<file path="src/sv/led_dimmer_fade_delay_off_top_defines.svh">
// Assertion macros used by the dimmer top level.
`ifndef LED_DIMMER_FADE_DELAY_OFF_TOP_DEFINES_SVH
`define LED_DIMMER_FADE_DELAY_OFF_TOP_DEFINES_SVH

// The consequent must hold in the same cycle as the antecedent.
`define LDFD_ASSERT_NOW(lbl, clk, rst, ante, cons) \
   lbl: assert property (@(posedge clk) disable iff (rst) (ante) |-> (cons)) \
      else $error("dimmer assertion failed in the same cycle");

// The consequent must hold in the cycle after the antecedent.
`define LDFD_ASSERT_NEXT(lbl, clk, rst, ante, cons) \
   lbl: assert property (@(posedge clk) disable iff (rst) (ante) |=> (cons)) \
      else $error("dimmer assertion failed one cycle later");

`endif

</file>
<file path="src/sv/ldfd_pkg.sv">
package ldfd_pkg;

   localparam int LEVEL_W = 8;
   localparam int CODE_W  = 8;
   localparam int CMD_W   = 2;
   localparam int CSR_IDX_W = 1;
   localparam int RSP_DATA_W = 16;

   // Event kinds carried with each item.
   localparam logic [CMD_W-1:0] CMD_RADIO = 2'd0;
   localparam logic [CMD_W-1:0] CMD_FADE  = 2'd1;
   localparam logic [CMD_W-1:0] CMD_LONG  = 2'd2;

   // Radio command codes.
   localparam logic [CODE_W-1:0] CODE_LEVEL_LAST = 8'd10;
   localparam logic [CODE_W-1:0] CODE_DELAY_OFF  = 8'd20;

   // Configuration register indexes.
   localparam logic [CSR_IDX_W-1:0] CSR_DELAY_OFF_LIMIT = 1'd0;
   localparam logic [CSR_IDX_W-1:0] CSR_BLINK_LENGTH    = 1'd1;

   // Reset values.
   localparam logic [LEVEL_W-1:0] DELAY_OFF_LIMIT_RST = 8'd12;
   localparam logic [LEVEL_W-1:0] BLINK_LENGTH_RST    = 8'd10;
   localparam logic [LEVEL_W-1:0] TARGET_RST          = 8'd255;

   typedef struct packed {
      logic [CMD_W-1:0]  cmd;
      logic [CODE_W-1:0] command_code;
   } item_type;

   typedef struct packed {
      logic                blinking;
      logic                fading;
      logic                delay_off_active;
      logic [LEVEL_W-1:0]  duty_level;
   } result_type;

   // Brightness steps selected by radio codes 0 to 10.
   function automatic logic [LEVEL_W-1:0] level_lookup(input logic [CODE_W-1:0] code);
      logic [LEVEL_W-1:0] lvl;
      case (code)
         8'd0:    lvl = 8'd0;
         8'd1:    lvl = 8'd3;
         8'd2:    lvl = 8'd8;
         8'd3:    lvl = 8'd16;
         8'd4:    lvl = 8'd30;
         8'd5:    lvl = 8'd50;
         8'd6:    lvl = 8'd75;
         8'd7:    lvl = 8'd100;
         8'd8:    lvl = 8'd140;
         8'd9:    lvl = 8'd190;
         8'd10:   lvl = 8'd255;
         default: lvl = 8'd0;
      endcase
      return lvl;
   endfunction

endpackage

</file>
<file path="src/sv/led_dimmer_fade_delay_off_top.sv">
// Channel   Direction  Payload
// req_      in         tuser = cmd, tdata = command_code
// rsp_      out        tdata = duty_level, delay_off_active, fading, blinking
// csr_      in         write enable, register index, 8-bit write data
//
// Each transfer on req_ produces exactly one transfer on rsp_, held first in the input
// register and then in the result register. One item is taken every cycle while rsp_
// is not stalled; the rate is set by the single update stage between them.
// Reset is synchronous and active high; it restores the level, mode and counters
// and the two configuration registers. A stall on rsp_ holds the result register,
// and req_tready drops only when both the input and result registers are full.
`include "led_dimmer_fade_delay_off_top_defines.svh"

module led_dimmer_fade_delay_off_top (
   input  logic        clock,
   input  logic        reset,
   input  logic        req_tvalid,
   output logic        req_tready,
   input  logic [1:0]  req_tuser,   // [1:0] cmd
   input  logic [7:0]  req_tdata,   // [7:0] command_code
   output logic        rsp_tvalid,
   input  logic        rsp_tready,
   output logic [15:0] rsp_tdata,   // [7:0] duty_level, [8] delay_off_active,
                                    // [9] fading, [10] blinking, rest zero
   input  logic        csr_we,
   input  logic [0:0]  csr_index,
   input  logic [7:0]  csr_wdata
);

   logic                 item_valid;
   ldfd_pkg::item_type   item;
   ldfd_pkg::result_type result;
   logic                 advance;
   logic                 update;

   // The input register moves on whenever the result register is empty or
   // being emptied in this cycle.
   assign advance = !rsp_tvalid || rsp_tready;
   assign update  = item_valid && advance;

   ldfd_in_stage u_in (
      .clock      (clock),
      .reset      (reset),
      .req_tvalid (req_tvalid),
      .req_tready (req_tready),
      .req_tuser  (req_tuser),
      .req_tdata  (req_tdata),
      .advance    (advance),
      .item_valid (item_valid),
      .item       (item)
   );

   // The dimmer state commits in the same cycle the result is loaded, so the
   // result always reflects the state after that item.
   ldfd_core u_core (
      .clock     (clock),
      .reset     (reset),
      .csr_we    (csr_we),
      .csr_index (csr_index),
      .csr_wdata (csr_wdata),
      .update    (update),
      .item      (item),
      .result    (result)
   );

   ldfd_out_stage u_out (
      .clock      (clock),
      .reset      (reset),
      .load       (update),
      .result     (result),
      .rsp_tvalid (rsp_tvalid),
      .rsp_tready (rsp_tready),
      .rsp_tdata  (rsp_tdata)
   );

   // A blinking result always shows a dark lamp.
   `LDFD_ASSERT_NOW(a_blink_dark, clock, reset, rsp_tvalid && rsp_tdata[10], rsp_tdata[7:0] == 8'd0)
   // A result appears only when an item left the input register.
   `LDFD_ASSERT_NEXT(a_result_source, clock, reset, !rsp_tvalid && !item_valid, !rsp_tvalid)
   // No new item is taken while both registers are full and the output is stalled.
   `LDFD_ASSERT_NOW(a_no_overrun, clock, reset, item_valid && rsp_tvalid && !rsp_tready, !req_tready)

endmodule

</file>
<file path="src/sv/ldfd_in_stage.sv">
module ldfd_in_stage (
   input  logic                 clock,
   input  logic                 reset,
   input  logic                 req_tvalid,
   output logic                 req_tready,
   input  logic [1:0]           req_tuser,
   input  logic [7:0]           req_tdata,
   input  logic                 advance,
   output logic                 item_valid,
   output ldfd_pkg::item_type   item
);

   logic               valid_ff, valid_in;
   ldfd_pkg::item_type item_ff;
   logic               take;

   // The register may refill in the same cycle it hands its item on.
   assign req_tready = !valid_ff || advance;
   assign take       = req_tvalid && req_tready;

   always_comb begin
      if (take) begin
         valid_in = 1'b1;
      end else if (advance) begin
         valid_in = 1'b0;
      end else begin
         valid_in = valid_ff;
      end
   end

   always_ff @(posedge clock) begin
      if (reset) begin
         valid_ff <= 1'b0;
      end else begin
         valid_ff <= valid_in;
      end
   end

   always_ff @(posedge clock) begin
      if (take) begin
         item_ff.cmd          <= req_tuser;
         item_ff.command_code <= req_tdata;
      end
   end

   assign item_valid = valid_ff;
   assign item       = item_ff;

endmodule

</file>
<file path="src/sv/ldfd_core.sv">
module ldfd_core (
   input  logic                 clock,
   input  logic                 reset,
   input  logic                 csr_we,
   input  logic [0:0]           csr_index,
   input  logic [7:0]           csr_wdata,
   input  logic                 update,
   input  ldfd_pkg::item_type   item,
   output ldfd_pkg::result_type result
);

   logic [7:0] limit_ff, blink_len_ff;
   logic [7:0] current_ff, current_in;
   logic [7:0] target_ff, target_in;
   logic       mode_ff, mode_in;
   logic [7:0] dcount_ff, dcount_in;
   logic [7:0] bcount_ff, bcount_in;

   always_ff @(posedge clock) begin
      if (reset) begin
         limit_ff     <= ldfd_pkg::DELAY_OFF_LIMIT_RST;
         blink_len_ff <= ldfd_pkg::BLINK_LENGTH_RST;
      end else if (csr_we) begin
         case (csr_index)
            ldfd_pkg::CSR_DELAY_OFF_LIMIT: limit_ff     <= csr_wdata;
            ldfd_pkg::CSR_BLINK_LENGTH:    blink_len_ff <= csr_wdata;
            default: ;
         endcase
      end
   end

   always_comb begin
      current_in = current_ff;
      target_in  = target_ff;
      mode_in    = mode_ff;
      dcount_in  = dcount_ff;
      bcount_in  = bcount_ff;
      case (item.cmd)
         ldfd_pkg::CMD_RADIO: begin
            if (item.command_code <= ldfd_pkg::CODE_LEVEL_LAST) begin
               target_in = ldfd_pkg::level_lookup(item.command_code);
               mode_in   = 1'b0;
            end else if (item.command_code == ldfd_pkg::CODE_DELAY_OFF) begin
               bcount_in = blink_len_ff;
               mode_in   = 1'b1;
               dcount_in = 8'd0;
            end
         end
         ldfd_pkg::CMD_FADE: begin
            // A running blink holds the fade and only counts down.
            if (bcount_ff != 8'd0) begin
               bcount_in = 8'(bcount_ff - 8'd1);
            end else if (current_ff < target_ff) begin
               current_in = 8'(current_ff + 8'd1);
            end else if (current_ff > target_ff) begin
               current_in = 8'(current_ff - 8'd1);
            end
         end
         ldfd_pkg::CMD_LONG: begin
            if (mode_ff && current_ff != 8'd0) begin
               if (dcount_ff < limit_ff) begin
                  dcount_in = 8'(dcount_ff + 8'd1);
               end else begin
                  target_in = 8'd0;
               end
            end
         end
         default: ;
      endcase
   end

   always_ff @(posedge clock) begin
      if (reset) begin
         current_ff <= 8'd0;
         target_ff  <= ldfd_pkg::TARGET_RST;
         mode_ff    <= 1'b0;
         dcount_ff  <= 8'd0;
         bcount_ff  <= 8'd0;
      end else if (update) begin
         current_ff <= current_in;
         target_ff  <= target_in;
         mode_ff    <= mode_in;
         dcount_ff  <= dcount_in;
         bcount_ff  <= bcount_in;
      end
   end

   always_comb begin
      result.blinking         = (bcount_in != 8'd0);
      result.fading           = (current_in != target_in);
      result.delay_off_active = mode_in;
      result.duty_level       = (bcount_in != 8'd0) ? 8'd0 : current_in;
   end

endmodule

</file>
<file path="src/sv/ldfd_out_stage.sv">
module ldfd_out_stage (
   input  logic                 clock,
   input  logic                 reset,
   input  logic                 load,
   input  ldfd_pkg::result_type result,
   output logic                 rsp_tvalid,
   input  logic                 rsp_tready,
   output logic [15:0]          rsp_tdata
);

   logic                 valid_ff, valid_in;
   ldfd_pkg::result_type data_ff;

   always_comb begin
      if (load) begin
         valid_in = 1'b1;
      end else if (rsp_tready) begin
         valid_in = 1'b0;
      end else begin
         valid_in = valid_ff;
      end
   end

   always_ff @(posedge clock) begin
      if (reset) begin
         valid_ff <= 1'b0;
      end else begin
         valid_ff <= valid_in;
      end
   end

   always_ff @(posedge clock) begin
      if (load) begin
         data_ff <= result;
      end
   end

   assign rsp_tvalid = valid_ff;
   assign rsp_tdata  = {5'd0, data_ff};

endmodule
</file>
<file path="config.mk">
export PLATFORM = sky130hd
export DESIGN_NAME = led_dimmer_fade_delay_off_top
export DESIGN_NICKNAME = d
export VERILOG_FILES = /design/src/sv/ldfd_pkg.sv /design/src/sv/led_dimmer_fade_delay_off_top.sv /design/src/sv/ldfd_in_stage.sv /design/src/sv/ldfd_core.sv /design/src/sv/ldfd_out_stage.sv
export VERILOG_INCLUDE_DIRS = /design/src /design/src/sv
export SDC_FILE = /design/constraint.sdc
export NUM_CORES = 1
export LEC_CHECK = 0
export ABC_CLOCK_PERIOD_IN_PS = 7190
export BUFFER_PORTS_ARGS = -buffer_cell sky130_fd_sc_hd__buf_2
export CELL_PAD_IN_SITES_DETAIL_PLACEMENT = 0
export CELL_PAD_IN_SITES_GLOBAL_PLACEMENT = 1
export CORE_MARGIN = 4
export CORE_UTILIZATION = 25
export DETAILED_ROUTE_END_ITERATION = 10
export HOLD_SLACK_MARGIN = 0.06
export PLACE_DENSITY = 0.61
export SYNTH_ARGS = -nofsm -noshare
export SYNTH_HDL_FRONTEND = slang
export SYNTH_SLANG_ARGS = --single-unit
export TNS_END_PERCENT = 100
</file>
<file path="constraint.sdc">
create_clock -name clock -period 7.19 [get_ports clock]
set_input_delay 0.719 -clock clock [delete_from_list [all_inputs] [get_ports clock]]
set_output_delay 0.719 -clock clock [all_outputs]
set_load 0.02 [all_outputs]
</file>
[After elaboration in Yosys (flattened, before gate mapping)]
Memories as Yosys holds them, arrays and structs flattened. A register that Yosys moved wholly into a read port is not among the register bits.
Cells that the tools add are included.
Operators by class
  $add $sub $neg: 4
  $mul: 0
  divide/modulo/power cells: 0
  magnitude comparators: 4
  eq/ne operators: 8
  shifts and indexed selects: 0
  mux-type cells: 26
  bitwise operators: 1
  reductions and logical operators: 18
Operator list (count)
  8-bit two-way mux: 15
  8-bit one-hot mux with 2 select lines: 3
  8-bit nonzero test: 3
  8-bit by 1-bit adder with 8-bit output, second input constant: 2
  8-bit < comparator: 2
  8-bit by 1-bit subtractor with 8-bit output, second input constant: 2
  8-bit by 5-bit equality test with 1-bit output, second input constant: 1
  8-bit > comparator: 1
  8-bit by 4-bit less-or-equal comparator with 1-bit output, second input constant: 1
  8-bit != test: 1
  1-bit two-way mux: 7
  2-bit by 1-bit != test with 1-bit output, second input constant: 3
  6-bit AND reduction: 1
  2-bit nonzero test: 3
  4-bit logical NOT: 1
  4-bit two-way mux: 1
  2-bit AND reduction: 2
  1-bit logical AND: 3
  2-bit by 1-bit equality test with 1-bit output, second input constant: 1
  2-bit equality test, second input constant: 1
  1-bit logical NOT: 2
  2-bit logical NOT: 1
  1-bit logical OR: 2
  2-bit != test, second input constant: 1
  1-bit inverter: 1
Word-level totals
  register bits: 72
  latch bits: 0
  memory bits (writable): 0
  bits in read-only memories: 128
  input bits: 24
  output and inout bits: 18
  word-level logic and storage cells: 77
  memories: 1
Memories
  (name not given): words 16, width 8, rd ports 1, clocked after memory_dff 1, write ports 0, RTL line ldfd_pkg.sv:42  | case (code)

[Logic depth before layout (Yosys ltp)]
Gate-level depths: netlist of run 1.
  depth in word-level cells: 6
  depth in mapped cells: 12

[By module]
Synthesis of run 1 repeated with hierarchy kept, for this count alone.
Unflattened totals
  cell total of the unflattened synthesis: 485
  area, all modules: 4226.6 µm²
By module, submodules not included
  ldfd_core: instances 1, cells each 447, area an instance 3438.3 µm², seq. area each 980.9 µm²
  ldfd_out_stage: instances 1, cells each 21, area an instance 410.4 µm², seq. area each 350.3 µm²
  ldfd_in_stage: instances 1, cells each 15, area an instance 355.3 µm², seq. area each 320.3 µm²
  led_dimmer_fade_delay_off_top: instances 1, cells each 2, area an instance 22.5 µm², seq. area each 0.0 µm²

[Worst setup path before layout of run 1]
No wires, ideal clock.
  kind: register to register
  start: register u_core.bcount_ff[0]
  end: register u_out.data_ff (netlist bit u_out.rsp_tdata[9]), data pin
  library setup time: 0.274 ns
  arrival: 2.721 ns
  data required time: 6.916 ns
  path slack: 4.195 ns
  cell stages (with the launch flop): 11
  buffers on the path: 0
  cell sequence: dfxtp_1 -> inv_1 -> ha_1 -> or3b_2 -> nor3_4 -> nand4_2 -> a2111oi_4 -> nor3_2 -> or3_1 -> a2111oi_2 -> nand4_1
RTL lines
  start: declaration: RTL line ldfd_core.sv:17  | logic [7:0] bcount_ff, bcount_in;
  start signal: assignment: RTL line ldfd_core.sv:84  | bcount_ff <= bcount_in;
  end signal: assignment: RTL line ldfd_out_stage.sv:34  | data_ff <= result;
  end: declaration: RTL line ldfd_out_stage.sv:12  | ldfd_pkg::result_type data_ff;

==> results_dict.tcl, run 1 <==
set metrics [dict create \
    status "finished clean" \
    clk_latency_ns 0.35 \
    post_cts_buffers 0 \
    report.final.hold_viol_count 0 \
    grt_pass1_wl_um 18300 \
    ys_async_sr_fraction_pct 0 \
    synth_area_per_cell_um2 8.77 \
    cts_resized 0 \
    synth.area.top_cells "dfxtp_1 26%, edfxtp_1 14%, ha_1 6.4%" \
    finClkSkew_ns 0.0131 \
    cp_data_arrival_time_ns 3.42 \
    grt_max_degree 41 \
    synth-main-ff-cell "dfxtp_1" \
    dp.cells 754 \
    layout-drive-gt1-share_pct 13.8 \
    synth_edf_count 21 \
    cts_tree "yes" \
    setup_tns_ns 0 \
    dp_hpwl_um 8390 \
    synth.top_cell.area_share_pct 26.2 \
    wire_per_inst_um 14.6 \
    drv_cap 0 \
    initialDrtViolationCount 288 \
    syn_area_um2 4520 \
    p_leak_nw 2.02 \
    numPortBuffers 36 \
    drcViolationCount 0 \
    worstSetupPathType "reg -> reg" \
    cts-htree-levels 3 \
    ff_latch_area_um2 1810 \
    vias 3657 \
    fp.dieH_um 142 \
    synthMostInstantiatedCell "nand2_1" \
    cts_max_path_buffers 2 \
    stdcell_area_um2 5110 \
    synth_top_cells_by_count "67 x nand2_1, 59 x dfxtp_1, 50 x nor2_1, 38 x a21oi_1, 29 x inv_1" \
    ios 42 \
    initial_utilization_pct 25.8 \
    holdWs_ns 0.457 \
    hold_path.class "reg -> reg" \
    ys_seq_area_share_pct 40.1 \
    rows 48 \
    ir_drop_v 0.0000883 \
    first_global_vias 3529 \
    tightestPinTransition_ns 0.829 \
    syn2layout_area_growth_pct 13.2 \
    path_max_fanout 9 \
    antenna_found_initial 0 \
    instances_no_fill 769 \
    first_pass_iters 4 \
    gp_congestion 0.863 \
    finalCriticalPeriod_ns 3.35 \
    dieArea_um2 20300 \
    powerDensity_nw_per_um2 212 \
    place_area_um2 4830 \
    period_share_pct 46.6 \
    start_kind "flip-flop" \
    postRouteAntennaNets 0 \
    clockRootBuffer "clkbuf_16" \
    track_usage_pct 11.4 \
    yosysTopAreaCell "dfxtp_1" \
    setup_viol 0 \
    relSlewSlack_pct 44.6 \
    required_ns 7.26 \
    grt.overflow.total 0 \
    clock_sinks 80 \
    slew_viol_final 0 \
    die_x_um 142 \
    fmax_mhz 299 \
    ys_seq_elements 80 \
    nNetsFinal 587 \
    synth_cell_types 66 \
    multi_input_area_um2 2440 \
    n_antenna_cell 0 \
    core_area_um2 17500 \
    drt_wl_total_um 11200 \
    rsz0062_at_grt "false" \
    end_kind "flip-flop" \
    cts-buffers-inserted 9 \
    num-fill-cells 1813 \
    netlist_instances 515 \
    cts_hold_buffers 0 \
    ys_warn_count 0 \
    viasPerCell 4.76 \
    clkTransAtPathRegs_ns 0.07 \
]
-- per-layer routing --
layer | GRT usage (%) | vias up | part of all wire [%]
met1 | 15.3 | 1675 | 49
met4 | 6.20 | 0 | 3.1
li1 | - | 1889 | -
met2 | 17.4 | 69 | 45
met5 | 0 | - | 0
met3 | 2.18 | 24 | 3.2
-- cell usage in the layout (no fill, tap or decap), types with 4 or more instances in the layout --
| master | n |
|---|---|
| inv_1 | 29 |
| clkbuf_16 | 9 |
| nor2b_1 | 9 |
| nor2_1 | 50 |
| nand3_1 | 8 |
| and3_1 | 5 |
| a211oi_1 | 13 |
| o21ai_0 | 19 |
| conb_1 | 5 |
| or3_1 | 7 |
| xnor2_1 | 8 |
| a221oi_1 | 5 |
| nand2b_1 | 5 |
| mux2i_1 | 5 |
| dfxtp_1 | 59 |
| nand2_1 | 67 |
| ha_1 | 23 |
| o22ai_1 | 7 |
| a22oi_1 | 5 |
| or2_2 | 4 |
| nand4_1 | 14 |
| a21oi_1 | 38 |
| edfxtp_1 | 21 |
| xor2_1 | 12 |
| nor3_1 | 12 |
| o211ai_1 | 10 |
| buf_2 | 36 |
-- cell families after synthesis --
family / synth area share [%]
and+or+nand+nor: 23.3
other: 0.0830
adders and majority gates: 6.37
muxes: 1.86
AOI/OAI and AO/OA: 18.1
DFF: 40.1
xor gates and xnor gates: 3.88
buffers and inverters: 6.26
-- cell type report --
type	count	share of cell area (%)
sequential	80	35.4
clock buffer	10	4.48
tap	225	5.51
multi-input combinational	382	47.7
timing repair buffer	38	3.82
clock inverter	5	0.955
inverter	29	2.13
-- stage by stage --
| step | power, mW | util (%) | setup slack (ns) |
|---|---|---|---|
| final | 1.08 | 29.2 | 3.84 |
| after global routing | 1.14 | 29.2 | 3.53 |
| after CTS | 1.10 | 29.2 | 3.86 |
| after detailed placement | 0.648 | 27.7 | 3.88 |
| after global placement | 0.646 | 27.7 | 3.88 |
| after floorplan | 0.613 | - | 4.19 |
-- critical path: stages, from the launching register on --
cell and delay [ns]:
dfxtp_1 0.54, ha_1 0.32, a211oi_1 0.20, nor2_1 0.12, nor2_1 0.59, nand2_1 0.28, a311o_2 0.48, xor2_1 0.18
a2111oi_2 0.23, nand4_1 0.13
-- flip-flops by register name, indices dropped and copies added, names as in the netlist, 8 cells and up, named ones only --
register / cells
u_out.rsp_tdata: 11
u_in.item: 10
u_core.bcount_ff: 8
u_core.blink_len_ff: 8
u_core.current_ff: 8
u_core.dcount_ff: 8
u_core.limit_ff: 8
u_core.target_ff: 8
-- path summary, 6_finish.rpt --
kind                                     start                           end  slack [ns]  cells past startpoint
max          u_core.current_ff[5]$_SDFFE_PP0P_  u_out.rsp_tdata[9]$_DFFE_PP_        3.84                      9
max reg2reg  u_core.current_ff[5]$_SDFFE_PP0P_  u_out.rsp_tdata[9]$_DFFE_PP_        3.84                      9
min                u_core.mode_ff$_SDFFE_PP0P_   u_core.mode_ff$_SDFFE_PP0P_        0.46                      2
min reg2reg        u_core.mode_ff$_SDFFE_PP0P_   u_core.mode_ff$_SDFFE_PP0P_        0.46                      2
-- report_power, final --
group / internal, mW / leakage (nW) / switching, mW
Combinational: 0.0495 / 1.20 / 0.0856
Sequential: 0.486 / 0.681 / 0.0173
Clock: 0.264 / 0.140 / 0.181
No activity file was read; power rests on OpenSTA's default activity.
==> run 2, diff against run 1 <==
--- a/config.mk
+++ b/config.mk
@@ -6,7 +6,7 @@
 export SDC_FILE = /design/constraint.sdc
 export NUM_CORES = 1
 export LEC_CHECK = 0
-export ABC_CLOCK_PERIOD_IN_PS = 7190
+export ABC_CLOCK_PERIOD_IN_PS = 2800
 export BUFFER_PORTS_ARGS = -buffer_cell sky130_fd_sc_hd__buf_2
 export CELL_PAD_IN_SITES_DETAIL_PLACEMENT = 0
 export CELL_PAD_IN_SITES_GLOBAL_PLACEMENT = 1
@@ -14,7 +14,7 @@
 export CORE_UTILIZATION = 25
 export DETAILED_ROUTE_END_ITERATION = 10
 export HOLD_SLACK_MARGIN = 0.06
-export PLACE_DENSITY = 0.61
+export PLACE_DENSITY = 0.63
 export SYNTH_ARGS = -nofsm -noshare
 export SYNTH_HDL_FRONTEND = slang
 export SYNTH_SLANG_ARGS = --single-unit
==> constraint.sdc (replaced) <==
create_clock -name clock -period 2.8 [get_ports clock]
set_input_delay 0.28 -clock clock [delete_from_list [all_inputs] [get_ports clock]]
set_output_delay 0.28 -clock clock [all_outputs]
set_load 0.02 [all_outputs]
==> results_dict.tcl, run 2 (same netlist as run 1, synthesis figures left out) <==
set metrics [dict create \
    dieArea_um2 20300 \
    r2r_cells 10 \
    antenna_found_initial 0 \
    cts-buffers-inserted 9 \
    n_antenna_cell 0 \
    instances_no_fill 852 \
    layout_setup_ws_ns -0.172 \
    holdWs_ns 0.105 \
    layout-drive-gt1-share_pct 27.0 \
    power.total_mw 3.03 \
    largest_reg_flops 11 \
    clk_latency_ns 0.35 \
    setup_viol 1 \
    drv_cap 0 \
    fp.dieH_um 142 \
    numPortBuffers 36 \
    start_kind "flip-flop" \
    cts_max_path_buffers 2 \
    drt-met1-wl_um 6190 \
    cts_tree "yes" \
    syn2layout_area_growth_pct 29.8 \
    met3WireLength_um 461 \
    grt.overflow.total 0 \
    violations "negative setup slack" \
    slew_viol_final 0 \
    drt_wl_total_um 12700 \
    grt_pass1_wl_um 20700 \
    relSlewSlack_pct 49.1 \
    place_ws_ns -0.272 \
    first_global_vias 4114 \
    status "finished, violations left" \
    final_cell_mix "83 x buf_4, 67 x nand2_1, 59 x dfxtp_1, 49 x nor2_1, 38 x a21oi_1" \
    cts-htree-levels 3 \
    p_leak_nw 2.46 \
    path_max_fanout 4 \
    clock_sinks 80 \
    cts_hold_buffers 0 \
    fmax_mhz 336 \
    dr.max_layer_used "met4" \
    wire_per_inst_um 14.9 \
    grt_max_degree 35 \
    viasPerCell 4.73 \
    first_pass_iters 4 \
    nNetsFinal 669 \
    report.final.hold_viol_count 0 \
    initialDrtViolationCount 290 \
    finClkSkew_ns 0.0142 \
    period_share_pct 106 \
    core_area_um2 17500 \
    drcViolationCount 0 \
    die_x_um 142 \
    rr_startpoint "u_core.bcount_ff[0]$_SDFFE_PP0P_" \
    gp_congestion 0.859 \
    clockRootBuffer "clkbuf_16" \
    cp_data_arrival_time_ns 3.06 \
    finalCriticalPeriod_ns 2.97 \
    ir_drop_v 0.000292 \
    required_ns 2.88 \
    clkTransAtPathRegs_ns 0.07 \
    dp_hpwl_um 9460 \
    critical_path.startpoint "u_core.bcount_ff[0]$_SDFFE_PP0P_" \
    setup.worst_path.end "u_out.rsp_tdata[9]$_DFFE_PP_" \
    postRouteAntennaNets 0 \
    worstSetupPathType "reg -> reg" \
    reg2reg_to "u_out.rsp_tdata[9]$_DFFE_PP_" \
    initial_utilization_pct 25.8 \
    regToRegSetupSlack_ns -0.17 \
    rsz0062_at_grt "true" \
    final_common_cell "buf_4" \
    tightestPinTransition_ns 0.744 \
    hold_path.class "in -> reg" \
    rows 48 \
    wl_met2_um 5770 \
    vias 4031 \
    track_usage_pct 12.8 \
    dp.cells 835 \
    end_kind "flip-flop" \
    ios 42 \
    powerDensity_nw_per_um2 516 \
]
[run 2: repair_timing]
item | 4_1_cts | 5_1_grt
setup endpoints to repair | 1 | 4
pin swaps | 1 | 1
buffers inserted | 0 | 1
resized for setup | 6 | 7
[run 2: layout make-up]
class	instances	area (µm²)
sequential	80	1810
fill	1821	11600
tap	225	282
inverter	29	109
clock buffer	14	285
timing repair buffer	120	823
multi-input combinational	382	2510
clock inverter	2	35.0
[run 2: metrics by stage]
stage	TNS, ns	utilization [%]	instance area (µm²)
floorplan	0	-	4550
global placement	-0.232	31.3	5470
detailed placement	-0.272	31.3	5470
CTS	-0.140	33.3	5820
global route	-0.510	33.5	5860
finish	-0.172	33.5	5860
[run 2: power breakdown]
group / switching (mW) / internal (mW) / leakage (nW)
sequential: 0.0303 / 1.25 / 0.681
clock: 0.489 / 0.794 / 0.158
combinational: 0.265 / 0.200 / 1.62
[run 2: worst min-delay path by stage]
| stage | from | to | cells past startpoint |
|---|---|---|---|
| 3_5_place_dp | u_core.blink_len_ff[2]$_SDFFE_PP0P_ | u_core.blink_len_ff[2]$_SDFFE_PP0P_ | 2 |
| 6_report | req_tdata[5] | u_in.item[5]$_DFFE_PP_ | 1 |
| 3_3_place_gp | u_core.limit_ff[1]$_SDFFE_PP0P_ | u_core.limit_ff[1]$_SDFFE_PP0P_ | 2 |
| 5_1_grt | req_tuser[0] | u_in.item[8]$_DFFE_PP_ | 1 |
| 4_1_cts | req_tdata[5] | u_in.item[5]$_DFFE_PP_ | 1 |
| 2_1_floorplan | req_tdata[0] | u_in.item[0]$_DFFE_PP_ | 0 |
[run 2: per-layer routing]
| metal | track usage [%] | up-vias |
|---|---|---|
| li1 | - | 2046 |
| met1 | 17.2 | 1893 |
| met2 | 20.7 | 75 |
| met3 | 2.25 | 17 |
| met4 | 5.00 | 0 |
| met5 | 0 | - |
[run 2: worst max-delay path, stage by stage, from the launching register on]
cell and delay, ns:
dfxtp_1 0.31, inv_1 0.09, ha_2 0.20, or3b_4 0.43, nor4_4 0.27, nand4_1 0.19
nor4_4 0.26, nor3_2 0.09, or3_1 0.39, a2111oi_2 0.33, nand4_1 0.15
==> run 3, diff against run 2 <==
--- a/config.mk
+++ b/config.mk
@@ -6,15 +6,18 @@
 export SDC_FILE = /design/constraint.sdc
 export NUM_CORES = 1
 export LEC_CHECK = 0
+export ABC_AREA = 1
 export ABC_CLOCK_PERIOD_IN_PS = 2800
 export BUFFER_PORTS_ARGS = -buffer_cell sky130_fd_sc_hd__buf_2
+export CAP_MARGIN = 15
 export CELL_PAD_IN_SITES_DETAIL_PLACEMENT = 0
 export CELL_PAD_IN_SITES_GLOBAL_PLACEMENT = 1
 export CORE_MARGIN = 4
 export CORE_UTILIZATION = 25
 export DETAILED_ROUTE_END_ITERATION = 10
 export HOLD_SLACK_MARGIN = 0.06
-export PLACE_DENSITY = 0.63
+export PLACE_DENSITY = 0.65
+export RECOVER_POWER = 50
 export SYNTH_ARGS = -nofsm -noshare
 export SYNTH_HDL_FRONTEND = slang
 export SYNTH_SLANG_ARGS = --single-unit
==> results_dict.tcl, run 3 <==
set metrics [dict create \
    seq_power_share_pct 44.1 \
    grtUsageMet1_pct 16.2 \
    synth.area.top_cells "dfxtp_1 24%, nand2_1 14%, edfxtp_1 13%" \
    cp_data_arrival_time_ns 2.61 \
    syn_area_um2 4850 \
    wire_per_inst_um 12.6 \
    vias 4211 \
    r2r_cells 15 \
    finalCriticalPeriod_ns 2.52 \
    synth_edf_count 21 \
    fp.dieH_um 147 \
    synth_cell_types 43 \
    netlist_instances 684 \
    report.final.hold_viol_count 0 \
    worstSetupPathType "reg -> reg" \
    nNetsFinal 773 \
    grt_pass1_wl_um 20500 \
    slowest_stage "dfxtp_1" \
    synthMostInstantiatedCell "nand2_1" \
    ys_warn_count 0 \
    worst-path-buf-inv 1 \
    crit_path_frequent_cell "nand2_1" \
    synth.top_cell.area_share_pct 24.4 \
    n_antenna_cell 0 \
    reg2reg_to "u_out.rsp_tdata[9]$_DFFE_PP_" \
    grt_max_degree 28 \
    ys_seq_area_share_pct 37.4 \
    rsz0062_at_grt "false" \
    synth-main-ff-cell "dfxtp_1" \
    min_path_cells 1 \
    final_common_cell "nand2_1" \
    clockRootBuffer "clkbuf_16" \
    setup_viol 0 \
    tightestPinTransition_ns 0.977 \
    start_kind "flip-flop" \
    drcViolationCount 0 \
    finClkSkew_ns 0.00462 \
    numPortBuffers 36 \
    clk_latency_ns 0.35 \
    hold_path.class "in -> reg" \
    p_leak_nw 2.66 \
    hp-start "req_tdata[6]" \
    gp_congestion 0.832 \
    cts-buffers-inserted 9 \
    powerDensity_nw_per_um2 535 \
    cts_resized 0 \
    regToRegSetupSlack_ns 0.28 \
    slowest_delay_ns 0.48 \
    path_max_fanout 9 \
    cts_tree "yes" \
    min_to "u_in.item[6]$_DFFE_PP_" \
    p_int_mw 2.09 \
    fmax_mhz 397 \
    status "finished clean" \
    clkPwrFrac_pct 37.6 \
    post_cts_buffers 0 \
    synth_area_per_cell_um2 7.09 \
    end_kind "flip-flop" \
    slew_viol_final 0 \
    swShare_pct 30.2 \
    antenna_found_initial 0 \
    setup_tns_ns 0 \
    combPwrFrac_pct 18.3 \
    initial_utilization_pct 25.7 \
    initialDrtViolationCount 210 \
    first_global_vias 3917 \
    ir_drop_v 0.000320 \
    drv_cap 0 \
    syn2layout_area_growth_pct 15.4 \
    busiest_layer "met2" \
    layout-drive-gt1-share_pct 12.4 \
    power_switching_uw 902 \
    largest_reg_flops 11 \
    crit_path_cell_trace "ha_1, nand2_1, inv_1, nand2_1, nand2_1, nand2_1, nand2_2, nand2_1, nand4_1, nand2_1, nand2_1, nand2_1, nand3_1, nor2_1, nand2_1" \
    yosysTopAreaCell "dfxtp_1" \
    ys_async_sr_fraction_pct 0 \
    relSlewSlack_pct 34.9 \
    place_ws_ns 0.282 \
    use_met3_pct 2.84 \
    ys_seq_elements 80 \
    clock_sinks 80 \
    grt_util_met2_pct 18.4 \
    period_share_pct 89.9 \
    dieArea_um2 21700 \
    dp_hpwl_um 9650 \
    rows 50 \
    first_pass_iters 5 \
    final_cell_mix "175 x nand2_1, 90 x inv_1, 59 x dfxtp_1, 57 x nor2_1, 54 x o21ai_0" \
    die_x_um 147 \
    clkTransAtPathRegs_ns 0.06 \
    core_area_um2 18900 \
    viasPerCell 4.25 \
    crit_family "simple AND/OR/NAND/NOR gates" \
    required_ns 2.90 \
    synth_top_cells_by_count "175 x nand2_1, 90 x inv_1, 59 x dfxtp_1, 57 x nor2_1, 54 x o21ai_0" \
    power.total_mw 2.99 \
    ios 42 \
    drt_wl_total_um 12500 \
    cts-htree-levels 3 \
    layout_setup_ws_ns 0.284 \
    num-fill-cells 2115 \
    grt.overflow.total 0 \
    cts_hold_buffers 0 \
    track_usage_pct 11.8 \
    rr_startpoint "u_core.current_ff[2]$_SDFFE_PP0P_" \
    cts_max_path_buffers 2 \
    finalCoreUtilization_pct 29.6 \
    postRouteAntennaNets 0 \
]
-- run 3: changes by cell type in the layout (fill, tap and decap cells not counted), sizes merged, moves of 25 or more --
| cell | change |
|---|---|
| inv | +72 |
| buf | -94 |
| nand3 | +43 |
| nor2 | +25 |
| o21ai | +36 |
| nand2 | +115 |
-- run 3: worst max path at each step --
| stage | from | endpoint | slack [ns] | cells past startpoint |
|---|---|---|---|---|
| 2_1_floorplan | u_out.rsp_tvalid$_SDFFE_PP0P_ | flip-flop | 0.51 | 10 |
| 3_3_place_gp | u_core.target_ff[1]$_SDFFE_PP1P_ | u_out.rsp_tdata[9]$_DFFE_PP_ | 0.27 | 16 |
| 3_5_place_dp | u_core.target_ff[1]$_SDFFE_PP1P_ | u_out.rsp_tdata[9]$_DFFE_PP_ | 0.28 | 16 |
| 4_1_cts | u_core.target_ff[1]$_SDFFE_PP1P_ | u_out.rsp_tdata[9]$_DFFE_PP_ | 0.27 | 16 |
| 5_1_grt | u_core.target_ff[6]$_SDFFE_PP1P_ | u_out.rsp_tdata[9]$_DFFE_PP_ | 0.0002 | 15 |
| 6_report | u_core.current_ff[2]$_SDFFE_PP0P_ | u_out.rsp_tdata[9]$_DFFE_PP_ | 0.28 | 15 |
-- run 3: cell type report --
cell class                 instances  area (µm²)  area share [%]
sequential                        80        1810            32.4
clock inverter                     4        27.5           0.492
timing repair buffer              44         213            3.80
tap                              260         325            5.82
clock buffer                      12         250            4.47
multi-input combinational        491        2590            46.3
inverter                         100         375            6.71
-- run 3: metal layers --
| metal | vias to the layer above | share of wire (%) | wire, µm |
|---|---|---|---|
| met5 | - | 0 | 0 |
| met4 | 0 | 1.3 | 161 |
| met3 | 12 | 3.6 | 450 |
| met2 | 71 | 44 | 5450 |
| met1 | 1848 | 51 | 6390 |
| li1 | 2280 | - | - |
-- run 3: power by group through the flow --
| stage | registers [mW] | clock network [mW] | logic [mW] |
|---|---|---|---|
| after floorplan | 1.34 | 0 | 0.409 |
| after global placement | 1.34 | 0 | 0.561 |
| after detailed placement | 1.34 | 0 | 0.557 |
| after CTS | 1.32 | 1.17 | 0.560 |
| after global routing | 1.33 | 1.21 | 0.636 |
| final | 1.32 | 1.12 | 0.549 |
-- run 3: kinds of logic after synthesis --
group                      share of synthesized area (%)
and+or+nand+nor                                     33.0
buffers and inverters                               9.50
AOI/OAI and AO/OA                                   12.6
DFF                                                 37.4
adders and majority gates                           5.94
xor gates and xnor gates                            1.45
other                                             0.0774
-- run 3: worst register-to-register path: stages, from the launching register on --
cell and delay (ns):
dfxtp_1 0.48, ha_1 0.29, nand2_1 0.08, inv_1 0.04
nand2_1 0.05, nand2_1 0.04, nand2_1 0.26, nand2_2 0.18
nand2_1 0.12, nand4_1 0.10, nand2_1 0.17, nand2_1 0.07
nand2_1 0.08, nand3_1 0.07, nor2_1 0.16, nand2_1 0.08
-- run 3: stage by stage --
step	cell area, µm²	hold WS (ns)	cells
global route	5590	0.0884	991
floorplan	4860	0.379	688
finish	5590	0.103	991
CTS	5620	0.0869	991
detailed placement	5340	0.451	975
global placement	5340	0.450	975
